[config.mk]
export PLATFORM = sky130hd
export DESIGN_NAME = rtp_depacketizer_stream
export DESIGN_NICKNAME = d
export VERILOG_FILES = /design/src/rtpd_pkg.sv /design/src/rtpd_parser.sv /design/src/rtpd_out_buf.sv /design/src/rtp_depacketizer_stream.sv
export SDC_FILE = /design/constraint.sdc
export NUM_CORES = 1
export LEC_CHECK = 0
export BUFFER_PORTS_ARGS = -buffer_cell sky130_fd_sc_hd__buf_2
export CORE_ASPECT_RATIO = 1.5
export CORE_MARGIN = 2
export CORE_UTILIZATION = 59
export DETAILED_ROUTE_END_ITERATION = 7
export MAX_ROUTING_LAYER = met4
export PLACE_DENSITY = 0.91
export SLEW_MARGIN = 30
export SYNTH_ARGS = -nofsm -noshare
export SYNTH_HDL_FRONTEND = slang
export SYNTH_HIERARCHICAL = 1
export SYNTH_SLANG_ARGS = --single-unit
[constraint.sdc]
create_clock -name i_clk -period 6 [get_ports i_clk]
set_input_delay 0.3 -clock i_clk [delete_from_list [all_inputs] [get_ports i_clk]]
set_output_delay 0.3 -clock i_clk [all_outputs]
set_load 0.02 [all_outputs]
[src/rtpd_pkg.sv]
package rtpd_pkg;

    localparam int unsigned CfgAddrWidth = 5;

    localparam logic [2:0] REG_PT_H264       = 3'd0;
    localparam logic [2:0] REG_PT_FEC_SOURCE = 3'd1;
    localparam logic [2:0] REG_PT_FEC_REPAIR = 3'd2;
    localparam logic [2:0] REG_PT_AV1        = 3'd3;
    localparam logic [2:0] REG_PT_OPUS       = 3'd4;
    localparam logic [2:0] REG_PT_DATA       = 3'd5;

    localparam logic [6:0] PT_H264_RST       = 7'd96;
    localparam logic [6:0] PT_FEC_SOURCE_RST = 7'd97;
    localparam logic [6:0] PT_FEC_REPAIR_RST = 7'd98;
    localparam logic [6:0] PT_AV1_RST        = 7'd99;
    localparam logic [6:0] PT_OPUS_RST       = 7'd111;
    localparam logic [6:0] PT_DATA_RST       = 7'd127;

    localparam logic [2:0] CLS_H264       = 3'd0;
    localparam logic [2:0] CLS_FU_A       = 3'd1;
    localparam logic [2:0] CLS_FEC_SOURCE = 3'd2;
    localparam logic [2:0] CLS_FEC_REPAIR = 3'd3;
    localparam logic [2:0] CLS_AV1        = 3'd4;
    localparam logic [2:0] CLS_OPUS       = 3'd5;
    localparam logic [2:0] CLS_DATA       = 3'd6;
    localparam logic [2:0] CLS_UNKNOWN    = 3'd7;

    localparam logic [4:0] NAL_TYPE_FU_A = 5'd28;
    localparam logic [3:0] FIXED_HDR_LAST = 4'd11;

    typedef enum logic [5:0] {
        PH_FIXED   = 6'b000001,
        PH_CSRC    = 6'b000010,
        PH_EXTHDR  = 6'b000100,
        PH_EXTBODY = 6'b001000,
        PH_FORMAT  = 6'b010000,
        PH_PAYLOAD = 6'b100000
    } t_phase;

    typedef struct packed {
        logic [6:0] pt_h264;
        logic [6:0] pt_fec_source;
        logic [6:0] pt_fec_repair;
        logic [6:0] pt_av1;
        logic [6:0] pt_opus;
        logic [6:0] pt_data;
    } t_cfg;

    typedef struct packed {
        logic        marker;
        logic [6:0]  ptype;
        logic [15:0] seq;
        logic [31:0] ts;
        logic [31:0] ssrc;
        logic [2:0]  cls;
        logic [7:0]  fmt;
        logic [7:0]  fu;
        logic [15:0] fec;
    } t_held;

    typedef struct packed {
        logic [7:0] payload_byte;
        logic       payload_last;
        logic       status;
        t_held      held;
    } t_result;

    function automatic logic [2:0] classify(input t_cfg cfg, input logic [6:0] pt);
        logic [2:0] cls;
        if (pt == cfg.pt_h264) begin
            cls = CLS_H264;
        end else if (pt == cfg.pt_fec_source) begin
            cls = CLS_FEC_SOURCE;
        end else if (pt == cfg.pt_fec_repair) begin
            cls = CLS_FEC_REPAIR;
        end else if (pt == cfg.pt_av1) begin
            cls = CLS_AV1;
        end else if (pt == cfg.pt_opus) begin
            cls = CLS_OPUS;
        end else if (pt == cfg.pt_data) begin
            cls = CLS_DATA;
        end else begin
            cls = CLS_UNKNOWN;
        end
        return cls;
    endfunction

endpackage

[src/rtpd_parser.sv]
module rtpd_parser
    import rtpd_pkg::*;
(
    input  logic       i_clk,
    input  logic       i_rst_n,
    input  logic       i_accept,
    input  logic [7:0] i_data_byte,
    input  logic       i_last_byte,
    input  t_cfg       i_cfg,
    output logic       o_res_valid,
    output t_result    o_res
);

    t_phase      r_phase, n_phase;
    logic [3:0]  r_idx, n_idx;
    logic [17:0] r_skip, n_skip;
    logic [3:0]  r_csrc, n_csrc;
    logic        r_ext, n_ext;
    t_held       r_held, n_held;

    logic [17:0] skip_dec;

    function automatic t_phase fmt_phase(input logic [2:0] cls);
        return (cls <= CLS_AV1) ? PH_FORMAT : PH_PAYLOAD;
    endfunction

    assign skip_dec = (r_skip != '0) ? 18'(r_skip - 18'd1) : r_skip;

    always_comb begin
        n_phase     = r_phase;
        n_idx       = r_idx;
        n_skip      = r_skip;
        n_csrc      = r_csrc;
        n_ext       = r_ext;
        n_held      = r_held;
        o_res_valid = 1'b0;
        o_res.payload_byte = i_data_byte;
        o_res.payload_last = i_last_byte;
        o_res.status       = 1'b0;

        if (i_accept) begin
            if (r_phase == PH_PAYLOAD) begin
                o_res_valid = 1'b1;
                if (i_last_byte) begin
                    n_phase = PH_FIXED;
                    n_idx   = '0;
                end
            end else begin
                case (r_phase)
                    PH_FIXED: begin
                        if (r_idx == 4'd0) begin
                            n_held     = '0;
                            n_held.cls = CLS_UNKNOWN;
                            n_csrc     = i_data_byte[3:0];
                            n_ext      = i_data_byte[4];
                        end else if (r_idx == 4'd1) begin
                            n_held.marker = i_data_byte[7];
                            n_held.ptype  = i_data_byte[6:0];
                            n_held.cls    = classify(i_cfg, i_data_byte[6:0]);
                        end else if (r_idx <= 4'd3) begin
                            n_held.seq = {r_held.seq[7:0], i_data_byte};
                        end else if (r_idx <= 4'd7) begin
                            n_held.ts = {r_held.ts[23:0], i_data_byte};
                        end else begin
                            n_held.ssrc = {r_held.ssrc[23:0], i_data_byte};
                        end
                        if (r_idx >= FIXED_HDR_LAST) begin
                            n_idx = '0;
                            if (r_csrc != '0) begin
                                n_phase = PH_CSRC;
                                n_skip  = {12'd0, r_csrc, 2'b00};
                            end else if (r_ext) begin
                                n_phase = PH_EXTHDR;
                            end else begin
                                n_phase = fmt_phase(r_held.cls);
                            end
                        end else begin
                            n_idx = 4'(r_idx + 4'd1);
                        end
                    end
                    PH_CSRC: begin
                        n_skip = skip_dec;
                        if (skip_dec == '0) begin
                            n_idx   = '0;
                            n_phase = r_ext ? PH_EXTHDR : fmt_phase(r_held.cls);
                        end
                    end
                    PH_EXTHDR: begin
                        // length word is big endian; body is 4 bytes per unit
                        if (r_idx == 4'd2) begin
                            n_skip = {2'b00, i_data_byte, 8'd0};
                        end else if (r_idx == 4'd3) begin
                            n_skip = {r_skip[15:8], i_data_byte, 2'b00};
                        end
                        if (r_idx >= 4'd3) begin
                            n_idx   = '0;
                            n_phase = (n_skip != '0) ? PH_EXTBODY : fmt_phase(r_held.cls);
                        end else begin
                            n_idx = 4'(r_idx + 4'd1);
                        end
                    end
                    PH_EXTBODY: begin
                        n_skip = skip_dec;
                        if (skip_dec == '0) begin
                            n_idx   = '0;
                            n_phase = fmt_phase(r_held.cls);
                        end
                    end
                    PH_FORMAT: begin
                        if (r_held.cls == CLS_H264 || r_held.cls == CLS_FU_A) begin
                            if (r_idx == 4'd0) begin
                                n_held.fmt = i_data_byte;
                                if (i_data_byte[4:0] == NAL_TYPE_FU_A) begin
                                    n_held.cls = CLS_FU_A;
                                    n_idx      = 4'd1;
                                end else begin
                                    n_phase = PH_PAYLOAD;
                                end
                            end else begin
                                n_held.fu = i_data_byte;
                                n_phase   = PH_PAYLOAD;
                            end
                        end else if (r_held.cls == CLS_FEC_SOURCE ||
                                     r_held.cls == CLS_FEC_REPAIR) begin
                            if (r_idx <= 4'd1) begin
                                n_held.fec = {r_held.fec[7:0], i_data_byte};
                            end else if (r_held.cls == CLS_FEC_SOURCE) begin
                                if (r_idx == 4'd2) begin
                                    n_held.fmt = i_data_byte;
                                end else begin
                                    n_held.fu = i_data_byte;
                                end
                            end
                            if (r_idx >= 4'd3) begin
                                n_phase = PH_PAYLOAD;
                            end else begin
                                n_idx = 4'(r_idx + 4'd1);
                            end
                        end else begin
                            n_held.fmt = i_data_byte;
                            n_phase    = PH_PAYLOAD;
                        end
                    end
                    default: begin
                        n_phase = PH_FIXED;
                        n_idx   = '0;
                    end
                endcase

                // packet ended inside the headers: flag it and restart
                if (i_last_byte) begin
                    o_res_valid        = 1'b1;
                    o_res.payload_byte = '0;
                    o_res.payload_last = 1'b1;
                    o_res.status       = 1'b1;
                    n_phase            = PH_FIXED;
                    n_idx              = '0;
                    n_skip             = '0;
                end
            end
        end
        o_res.held = n_held;
    end

    always_ff @(posedge i_clk) begin
        if (!i_rst_n) begin
            r_phase <= PH_FIXED;
            r_idx   <= '0;
            r_skip  <= '0;
            r_csrc  <= '0;
            r_ext   <= 1'b0;
            r_held  <= '0;
        end else begin
            r_phase <= n_phase;
            r_idx   <= n_idx;
            r_skip  <= n_skip;
            r_csrc  <= n_csrc;
            r_ext   <= n_ext;
            r_held  <= n_held;
        end
    end

endmodule

[src/rtpd_out_buf.sv]
module rtpd_out_buf
    import rtpd_pkg::*;
(
    input  logic    i_clk,
    input  logic    i_rst_n,
    input  logic    i_res_valid,
    input  t_result i_res,
    input  logic    i_out_stall,
    output logic    o_full,
    output logic    o_valid,
    output t_result o_res
);

    logic    r_valid, n_valid;
    logic    r_skid_valid, n_skid_valid;
    t_result r_res, n_res;
    t_result r_skid, n_skid;

    assign o_full  = r_skid_valid;
    assign o_valid = r_valid;
    assign o_res   = r_res;

    always_comb begin
        n_valid      = r_valid;
        n_skid_valid = r_skid_valid;
        n_res        = r_res;
        n_skid       = r_skid;
        if (!r_valid || !i_out_stall) begin
            // output slot frees up: drain the skid entry first
            if (r_skid_valid) begin
                n_res        = r_skid;
                n_valid      = 1'b1;
                n_skid_valid = 1'b0;
            end else begin
                n_res   = i_res;
                n_valid = i_res_valid;
            end
        end else if (i_res_valid) begin
            n_skid       = i_res;
            n_skid_valid = 1'b1;
        end
    end

    always_ff @(posedge i_clk) begin
        if (!i_rst_n) begin
            r_valid      <= 1'b0;
            r_skid_valid <= 1'b0;
        end else begin
            r_valid      <= n_valid;
            r_skid_valid <= n_skid_valid;
        end
    end

    always_ff @(posedge i_clk) begin
        r_res  <= n_res;
        r_skid <= n_skid;
    end

endmodule

[src/rtp_depacketizer_stream.sv]
// RTP depacketizer, one packet byte per item.
// Input channel: i_in_valid / o_in_stall carry i_data_byte and i_last_byte, with
// i_last_byte set on the final byte of each packet. Header bytes (fixed header,
// CSRC list, extension, format header) are absorbed; each payload byte leaves on
// the output channel (o_out_valid / i_out_stall) with the captured header fields.
// A packet that ends inside its headers yields one item with o_status = 1,
// o_payload_last = 1 and o_payload_byte = 0.
// Each result is registered before it is presented on the output channel.
// Throughput: one byte per cycle while o_in_stall is low; the parser advances on every accepted byte.
// A result that meets a stalled output register parks in a skid register, and
// o_in_stall is that register's full flag: the input pauses until the skid item
// moves to the output, so a sustained stall backs up to the input after one
// extra item.
// Payload type numbers are set over the APB port (one register per word) and
// should be written only while no packet is in flight.
// Reset (synchronous, active low) returns the parser to the start of a packet,
// empties the output buffer and restores the default payload type numbers.
module rtp_depacketizer_stream
    import rtpd_pkg::*;
(
    input  logic                    i_clk,
    input  logic                    i_rst_n,
    input  logic                    i_in_valid,
    output logic                    o_in_stall,
    input  logic [7:0]              i_data_byte,
    input  logic                    i_last_byte,
    output logic                    o_out_valid,
    input  logic                    i_out_stall,
    output logic [7:0]              o_payload_byte,
    output logic                    o_payload_last,
    output logic                    o_status,
    output logic [2:0]              o_packet_class,
    output logic                    o_marker_bit,
    output logic [6:0]              o_payload_type,
    output logic [15:0]             o_sequence_number,
    output logic [31:0]             o_timestamp,
    output logic [31:0]             o_ssrc,
    output logic [7:0]              o_format_header,
    output logic [7:0]              o_fu_header,
    output logic [15:0]             o_fec_fields,
    input  logic                    psel,
    input  logic                    penable,
    input  logic                    pwrite,
    input  logic [CfgAddrWidth-1:0] paddr,
    input  logic [31:0]             pwdata,
    output logic [31:0]             prdata,
    output logic                    pready
);

    t_cfg       r_cfg;
    logic       cfg_wr;
    logic [2:0] cfg_sel;
    logic       in_accept;
    logic       res_valid;
    t_result    res;
    t_result    out_res;

    assign pready  = 1'b1;
    assign cfg_wr  = psel & penable & pwrite;
    assign cfg_sel = paddr[CfgAddrWidth-1:2];

    always_ff @(posedge i_clk) begin
        if (!i_rst_n) begin
            r_cfg.pt_h264       <= PT_H264_RST;
            r_cfg.pt_fec_source <= PT_FEC_SOURCE_RST;
            r_cfg.pt_fec_repair <= PT_FEC_REPAIR_RST;
            r_cfg.pt_av1        <= PT_AV1_RST;
            r_cfg.pt_opus       <= PT_OPUS_RST;
            r_cfg.pt_data       <= PT_DATA_RST;
        end else if (cfg_wr) begin
            case (cfg_sel)
                REG_PT_H264:       r_cfg.pt_h264       <= pwdata[6:0];
                REG_PT_FEC_SOURCE: r_cfg.pt_fec_source <= pwdata[6:0];
                REG_PT_FEC_REPAIR: r_cfg.pt_fec_repair <= pwdata[6:0];
                REG_PT_AV1:        r_cfg.pt_av1        <= pwdata[6:0];
                REG_PT_OPUS:       r_cfg.pt_opus       <= pwdata[6:0];
                REG_PT_DATA:       r_cfg.pt_data       <= pwdata[6:0];
                default: ;
            endcase
        end
    end

    always_comb begin
        case (cfg_sel)
            REG_PT_H264:       prdata = {25'd0, r_cfg.pt_h264};
            REG_PT_FEC_SOURCE: prdata = {25'd0, r_cfg.pt_fec_source};
            REG_PT_FEC_REPAIR: prdata = {25'd0, r_cfg.pt_fec_repair};
            REG_PT_AV1:        prdata = {25'd0, r_cfg.pt_av1};
            REG_PT_OPUS:       prdata = {25'd0, r_cfg.pt_opus};
            REG_PT_DATA:       prdata = {25'd0, r_cfg.pt_data};
            default:           prdata = '0;
        endcase
    end

    assign in_accept = i_in_valid & ~o_in_stall;

    rtpd_parser u_parser (
        .i_clk       (i_clk),
        .i_rst_n     (i_rst_n),
        .i_accept    (in_accept),
        .i_data_byte (i_data_byte),
        .i_last_byte (i_last_byte),
        .i_cfg       (r_cfg),
        .o_res_valid (res_valid),
        .o_res       (res)
    );

    rtpd_out_buf u_out_buf (
        .i_clk       (i_clk),
        .i_rst_n     (i_rst_n),
        .i_res_valid (res_valid),
        .i_res       (res),
        .i_out_stall (i_out_stall),
        .o_full      (o_in_stall),
        .o_valid     (o_out_valid),
        .o_res       (out_res)
    );

    assign o_payload_byte    = out_res.payload_byte;
    assign o_payload_last    = out_res.payload_last;
    assign o_status          = out_res.status;
    assign o_packet_class    = out_res.held.cls;
    assign o_marker_bit      = out_res.held.marker;
    assign o_payload_type    = out_res.held.ptype;
    assign o_sequence_number = out_res.held.seq;
    assign o_timestamp       = out_res.held.ts;
    assign o_ssrc            = out_res.held.ssrc;
    assign o_format_header   = out_res.held.fmt;
    assign o_fu_header       = out_res.held.fu;
    assign o_fec_fields      = out_res.held.fec;

endmodule

==> out/summary.txt, run 1 <==
Outcome - completed
Final Hold Vio Count - 0
Clock latency on the worst-skew pair - 0.57 ns
CP top delay family - simple AND/OR/NAND/NOR gates
RSZ-0062 raised after global routing - no
Number of synthesis warnings - 6
Final max-slew violation count - 0
Num CTS Buffers - 41
Crit path cell chain - nor2b_1 -> a21boi_1 -> nand2_1 -> nor4b_4 -> nor2_2 -> a22o_1 -> mux2_2
HP Class - in -> reg
Crit end category - register
Power Dens Cells - 313 nW/µm²
Post-Syn Area - 21,100 µm²
Endpoint of the worst hold path - r_cfg[9]
# resized after CTS - 0
Detailed Routing Iterations Pass 1 - 8
Ys flop type - edfxtp_1
Share of total power in combinational logic - 14.0%
First-pass GRT wire length - 78,400 µm
Die area - 37,300 µm²
Largest net degree at the start of global routing - 86
Postcts setup bufs - 0
Setup TNS - 0 ns
Worst Skew - 0.0219 ns
Avg WL per Cell - 21.3 µm
Share of cells above drive strength 1 - 22.0%
Adder-Cell Fraction of Synth Area - 0.416%
# nets final - 1,947
Share of the synthesized area in the top cell type - 37.9%
DIE HEIGHT - 235 µm
EDFF count, synth - 266
Post-synthesis compound-gate area fraction - 9.26%
H-Tree Depth - 2
F_max - 262 MHz
CTS root buf - clkbuf_16
Final worst-path cycle share - 63.6%
Met2 Usage GRT - 47.2%
Clock slew at reported path FFs - 0.07 ns
CP max stage cell - nor4b_4
VDD IR-drop max - 0.000193 V
Leak Pwr - 9.17 nW
Post-synth top area cell - edfxtp_1
Vias in the first global route - 14,400
Synth area leaders - edfxtp_1 38%, dfxtp_1 19%, mux2_2 4.3%, mux2_4 4.2%, and2_1 4.0%
Via density per instance - 6.07
Grt met1 use - 32.2%
Hold Path Cell Cnt - 3
Initial DRC count - 1,236
Async SR Flop Fraction - 0%
Hold Worst Slack - 0.0151 ns
FF-to-FF Start - u_out_buf/o_full
Arr. time, crit path - 4.12 ns
Max-cap violations - 0
WS Path Type - reg -> reg
Worst Hold Launch - pwdata[2]
Placement Setup Slack - 2.17 ns
Required @ worst endpoint - 6.30 ns
Clock Tree Buf Depth - 3
Most Crowded Layer GR - met2
Initial Utilization - 60.0%
Commonest non-fill, non-tap cell in the layout - edfxtp_1
Detailed-route via count - 14,500
Core footprint - 35,100 µm²
Num rows - 84
Synthesized flop and latch total - 466
R2R depth - 7
Post-synthesis mux area share - 13.0%
Register area share after synthesis - 56.9%
Endpoints failing setup - 0
CTS Sinks - 466
Cells after synthesis - 1,793
Avg Inst Size Synth - 11.7 µm²
Crit Path Max Fanout - 17
Sw frac - 27.1%
Total grt overflow - 0
Final critical-path setup slack - 2.19 ns
Library cells used by synthesis - 89
Reg2Reg Setup Slack - 2.19 ns
WL final - 51,000 µm
M3 GR Usage - 3.94%
Cell-internal power - 5.33 mW
# port buffers - 167
Final Critical Period - 3.81 ns
Width of the die - 158 µm
TritonCTS clock tree - done
Boundary Pins - 221
Remaining DRCs - 0
Routability congestion estimate - 0.929
Clock Power Share - 36.8%
XOR/XNOR Fraction of Synth Area - 1.91%
Slew @ Worst Pin - 1.08 ns
Nature of the critical path startpoint - register
Commonest cells after routing, fill and taps aside - 266 x edfxtp_1, 199 x dfxtp_1, 170 x nand2_1, 166 x buf_2, 136 x and2_1
NetSw - 1.98 mW
GRT Util Overall - 27.8%
Crit Reg-Reg Endpoint - u_out_buf/o_res[14]
CTS hold repair buffers - 0
Main combinational cell family by area after synthesis - simple AND/OR/NAND/NOR gates
Dpl hpwl - 32,500 µm
Initial antenna violation count - 1
ANT nets after route - 0
Max stage delay on crit path - 0.89 ns
Part of the power in registers - 49.2%
Synth-to-Final Area Change - 10.7%
Simple logic cell fraction of the synthesized area - 14.3%
Buf/Inv on CP - 0
Critical path depth - 7
Rel. slew slack - 27.8%
registers in the layout, summed over array words and instances, names as in the netlist:
signal	cells
u_out_buf/o_valid	1
u_parser/r_phase	6
u_out_buf/r_skid	133
u_out_buf/o_full	1
r_cfg	42
u_parser/r_idx	4
u_parser/r_csrc	4
u_out_buf/o_res	133
u_parser/r_held	123
u_parser/r_ext	1
u_parser/r_skip	18
power groups by stage:
stage | combinational, mW | sequential (mW) | clock [mW]
final | 1.02 | 3.60 | 2.69
after global routing | 1.09 | 3.60 | 2.84
after CTS | 1.01 | 3.59 | 2.72
after detailed placement | 0.997 | 3.66 | 0
after global placement | 0.969 | 3.65 | 0
after floorplan | 0.636 | 3.74 | 0
cell usage after synthesis, types with 4 or more instances:
master    count
buf_6        12
dfxtp_1     200
edfxtp_1    266
mux2_2       81
or3_1         7
or4_1         9
nand2_1     172
nor2_1       94
xor2_1       22
o221ai_1     10
o311ai_1      6
a21oi_1      77
nor2b_1      28
mux2_4       59
ha_1          7
nor3b_1       9
and2_1      136
a22o_1       18
a21boi_0     12
and3_1        5
nand3_1      28
xnor2_1      24
o31ai_1       5
a21o_1        6
nand4_1      16
o211ai_1     16
clkbuf_1     84
inv_1        12
nor3_1        9
mux2i_1      85
o21ai_1      25
o21ai_0      65
nand2b_1      4
a32oi_1       4
buf_4        29
nor4_1       20
o22ai_1       6
buf_2        29
a22oi_1      19
worst max path at each step:
stage                                to                 from
CTS                 u_out_buf/o_res[15]     u_out_buf/o_full
global route         u_out_buf/o_res[2]     u_out_buf/o_full
global placement     u_out_buf/o_res[7]           i_in_valid
detailed placement   u_out_buf/o_res[1]           i_in_valid
finish              u_out_buf/o_res[14]     u_out_buf/o_full
floorplan           u_out_buf/r_skid[0]  u_parser/r_phase[0]
stage by stage:
| step | cell area (µm²) | power [mW] | std cells | utilization [%] |
|---|---|---|---|---|
| floorplan | 21200 | 4.38 | 1817 | - |
| global placement | 21900 | 4.62 | 2316 | 62.4 |
| detailed placement | 21900 | 4.66 | 2317 | 62.5 |
| CTS | 23300 | 7.32 | 2393 | 66.4 |
| global route | 23300 | 7.53 | 2394 | 66.4 |
| finish | 23300 | 7.31 | 2394 | 66.4 |
routing by layer:
layer	wire length [µm]	part of all wire, %
met5	0	0
met4	2470	4.8
met3	3130	6.1
met2	26500	52
met1	18900	37
logic make-up after synthesis:
logic type                 after synthesis
AOI/OAI and AO/OA                      304
buffers and inverters                  168
and+or+nand+nor                        570
muxes                                  230
other                                    2
adders and majority gates                7
xor gates and xnor gates                46
DFF                                    466
layout make-up:
type | instances | area [µm²]
tap | 473 | 592
fill | 2499 | 11800
inverter | 13 | 48.8
antenna | 1 | 2.50
clock inverter | 26 | 268
multi-input combinational | 1183 | 8350
timing repair buffer | 182 | 967
sequential | 466 | 12000
clock buffer | 50 | 1100
worst register-to-register path: stages, from the launching register on:
cell and delay [ns]:
dfxtp_4 0.34, nor2b_1 0.40, a21boi_1 0.73, nand2_1 0.24, nor4b_4 0.89, nor2_2 0.35
a22o_1 0.32, mux2_2 0.28
Power figures use the tool's default switching activity.
==> run 2, diff against run 1 <==
ABC_AREA = 1   (was default)
CORE_UTILIZATION = 60   (was 59)
PLACE_DENSITY = 0.92   (was 0.91)
clock period = 3.81 ns   (was 6 ns; I/O delays follow)
==> run 2 against run 1 <==
Compared with the run above:
- routed wire length grew 12%
- hold slack gained 0.022 ns
- setup slack got worse by 1.4 ns
- sequential power increased by 64%
- total power rose by 69%
- register-to-register slack got worse by 1.4 ns
- die area is 3.1% higher
- critical path depth rose by 3
- via count rose by 24%
- first-iteration DRC count grew 37%
- critical endpoint is now u_out_buf/o_res[72]
==> out/summary.txt, run 2 <==
Synth-to-Final Area Change - 10.0%
VDD IR-drop max - 0.000421 V
Cells after synthesis - 2,499
Avg WL per Cell - 18.2 µm
Initial antenna violation count - 0
Synth top cells by count - 537 x nand2_1, 313 x inv_1, 266 x edfxtp_1, 225 x nor2_1, 200 x dfxtp_1
Buf/Inv on CP - 4
CTS Sinks - 466
Detailed Routing Iterations Pass 1 - 8
Power Dens Cells - 508 nW/µm²
# port buffers - 167
Post-Syn Area - 22,100 µm²
Routability congestion estimate - 0.967
Width of the die - 161 µm
Share of total power in combinational logic - 19.3%
NetSw - 3.72 mW
Remaining DRCs - 0
CTS root buf - clkbuf_16
Final Hold Vio Count - 0
Commonest cells after routing, fill and taps aside - 536 x nand2_1, 313 x inv_1, 266 x edfxtp_1, 223 x nor2_1, 199 x dfxtp_1
Antenna cells - 0
Max-cap violations - 0
Library cells used by synthesis - 56
Boundary Pins - 221
Largest net degree at the start of global routing - 199
Post-synthesis compound-gate area fraction - 12.4%
RSZ-0062 raised after global routing - no
Dpl hpwl - 37,300 µm
Sw frac - 30.2%
Share of cells above drive strength 1 - 15.5%
Hold Path Cell Cnt - 1
Nature of the critical path startpoint - register
ANT nets after route - 0
Synth area leaders - edfxtp_1 36%, dfxtp_1 18%, nand2_1 9.1%, inv_1 5.3%, nor2_1 3.8%
Number of synthesis warnings - 6
H-Tree Depth - 2
Outcome - completed
Part of the power in registers - 47.7%
Max stage delay on crit path - 0.40 ns
Clock Power Share - 33.0%
Post-Layout Cell Count - 3,124
Ys flop type - edfxtp_1
Crit Path Max Fanout - 23
Required @ worst endpoint - 4.20 ns
Adder-Cell Fraction of Synth Area - 0.397%
WS Path Type - reg -> reg
Num rows - 86
Postcts setup bufs - 0
Endpoints failing setup - 0
Rel. slew slack - 34.0%
Clock slew at reported path FFs - 0.06 ns
Avg Inst Size Synth - 8.84 µm²
Setup TNS - 0 ns
Cell-internal power - 8.62 mW
Placement Cell Area - 22,900 µm²
Initial DRC count - 1,692
Post-synthesis mux area share - 0%
Synthesized flop and latch total - 466
Final critical-path setup slack - 0.789 ns
Utilization after layout - 66.6%
F_max - 331 MHz
# nets final - 2,667
# resized after CTS - 0
Commonest non-fill, non-tap cell in the layout - nand2_1
Critical Path Most Common Cell - inv_1
Post-route cell area - 24,300 µm²
Final Critical Period - 3.02 ns
Arr. time, crit path - 3.41 ns
First-pass GRT wire length - 88,600 µm
Most frequent cell after synthesis - nand2_1
Crit end category - register
Slew @ Worst Pin - 0.991 ns
Placed insts - 3,039
TritonCTS clock tree - done
Async SR Flop Fraction - 0%
CP max stage cell - inv_2
Hold Worst Slack - 0.0370 ns
Simple logic cell fraction of the synthesized area - 20.9%
CP top delay family - buffers and inverters
XOR/XNOR Fraction of Synth Area - 1.86%
R2R depth - 10
HP Class - in -> reg
Num CTS Buffers - 42
Total power - 12.3 mW
Via density per instance - 5.75
Critical path depth - 10
Placement Setup Slack - 0.892 ns
Register area share after synthesis - 54.3%
EDFF count, synth - 266
Core footprint - 36,500 µm²
Crit path cell chain - nor2_1 -> inv_1 -> nor2_4 -> nand3_2 -> inv_2 -> buf_4 -> o21ai_1 -> a21oi_1 -> inv_1 -> o21ai_2
Die area - 38,400 µm²
Main combinational cell family by area after synthesis - simple AND/OR/NAND/NOR gates
DIE HEIGHT - 239 µm
GRT Util Overall - 30.0%
Worst Skew - 0.0181 ns
Leak Pwr - 10.4 nW
Post-synth top area cell - edfxtp_1
Final max-slew violation count - 0
CTS hold repair buffers - 8
Final worst-path cycle share - 79.3%
WL final - 57,000 µm
Total grt overflow - 0
Clock Tree Buf Depth - 3
Clock latency on the worst-skew pair - 0.55 ns
Share of the synthesized area in the top cell type - 36.2%
Detailed-route via count - 18,000
Initial Utilization - 60.6%
Vias in the first global route - 16,900
-- run 2: per-layer routing --
layer	GRT usage, %	share of wire [%]	up-vias
met1	33.5	36	8376
met3	4.06	6.5	261
met5	-	0	-
met4	18.8	6.8	0
met2	51.0	50	870
li1	-	-	8453
-- run 2: kinds of logic after synthesis --
group | after synthesis
compound gates | 429
xor+xnor | 47
fa+ha+maj | 7
buf+inv | 496
flops | 466
other cells | 2
simple gates | 1052
-- run 2: worst paths after layout --
check,from,to,slack [ns]
min,i_last_byte,u_out_buf/r_skid[124],0.04
max reg2reg,u_out_buf/o_full,u_out_buf/o_res[72],0.79
min reg2reg,u_parser/r_csrc[3],u_parser/r_csrc[3],0.48
max,u_out_buf/o_full,u_out_buf/o_res[72],0.79
-- run 2: worst register-to-register path, delay by kind of cell (launching register included) --
family          cells  cell delay, ns
simple gates        3            0.86
buf+inv             4            1.13
compound gates      3            0.54
flops               1            0.34
-- run 2: cell type report --
cell class              count  area (µm²)
well taps                 484         606
clock inverters            29         199
flip-flops and latches    466       12000
inverters                 338        1270
multi-input cells        1561        7980
repair buffers            198        1140
fillers                  2704       12200
clock buffers              48        1100
-- run 2: power by group through the flow --
stage	registers, mW	clock network [mW]	logic, mW
after floorplan	6.25	0	1.41
after global placement	5.98	0	2.23
after detailed placement	6.00	0	2.30
after CTS	5.89	4.11	2.34
after global routing	5.92	4.29	2.57
final	5.89	4.07	2.38
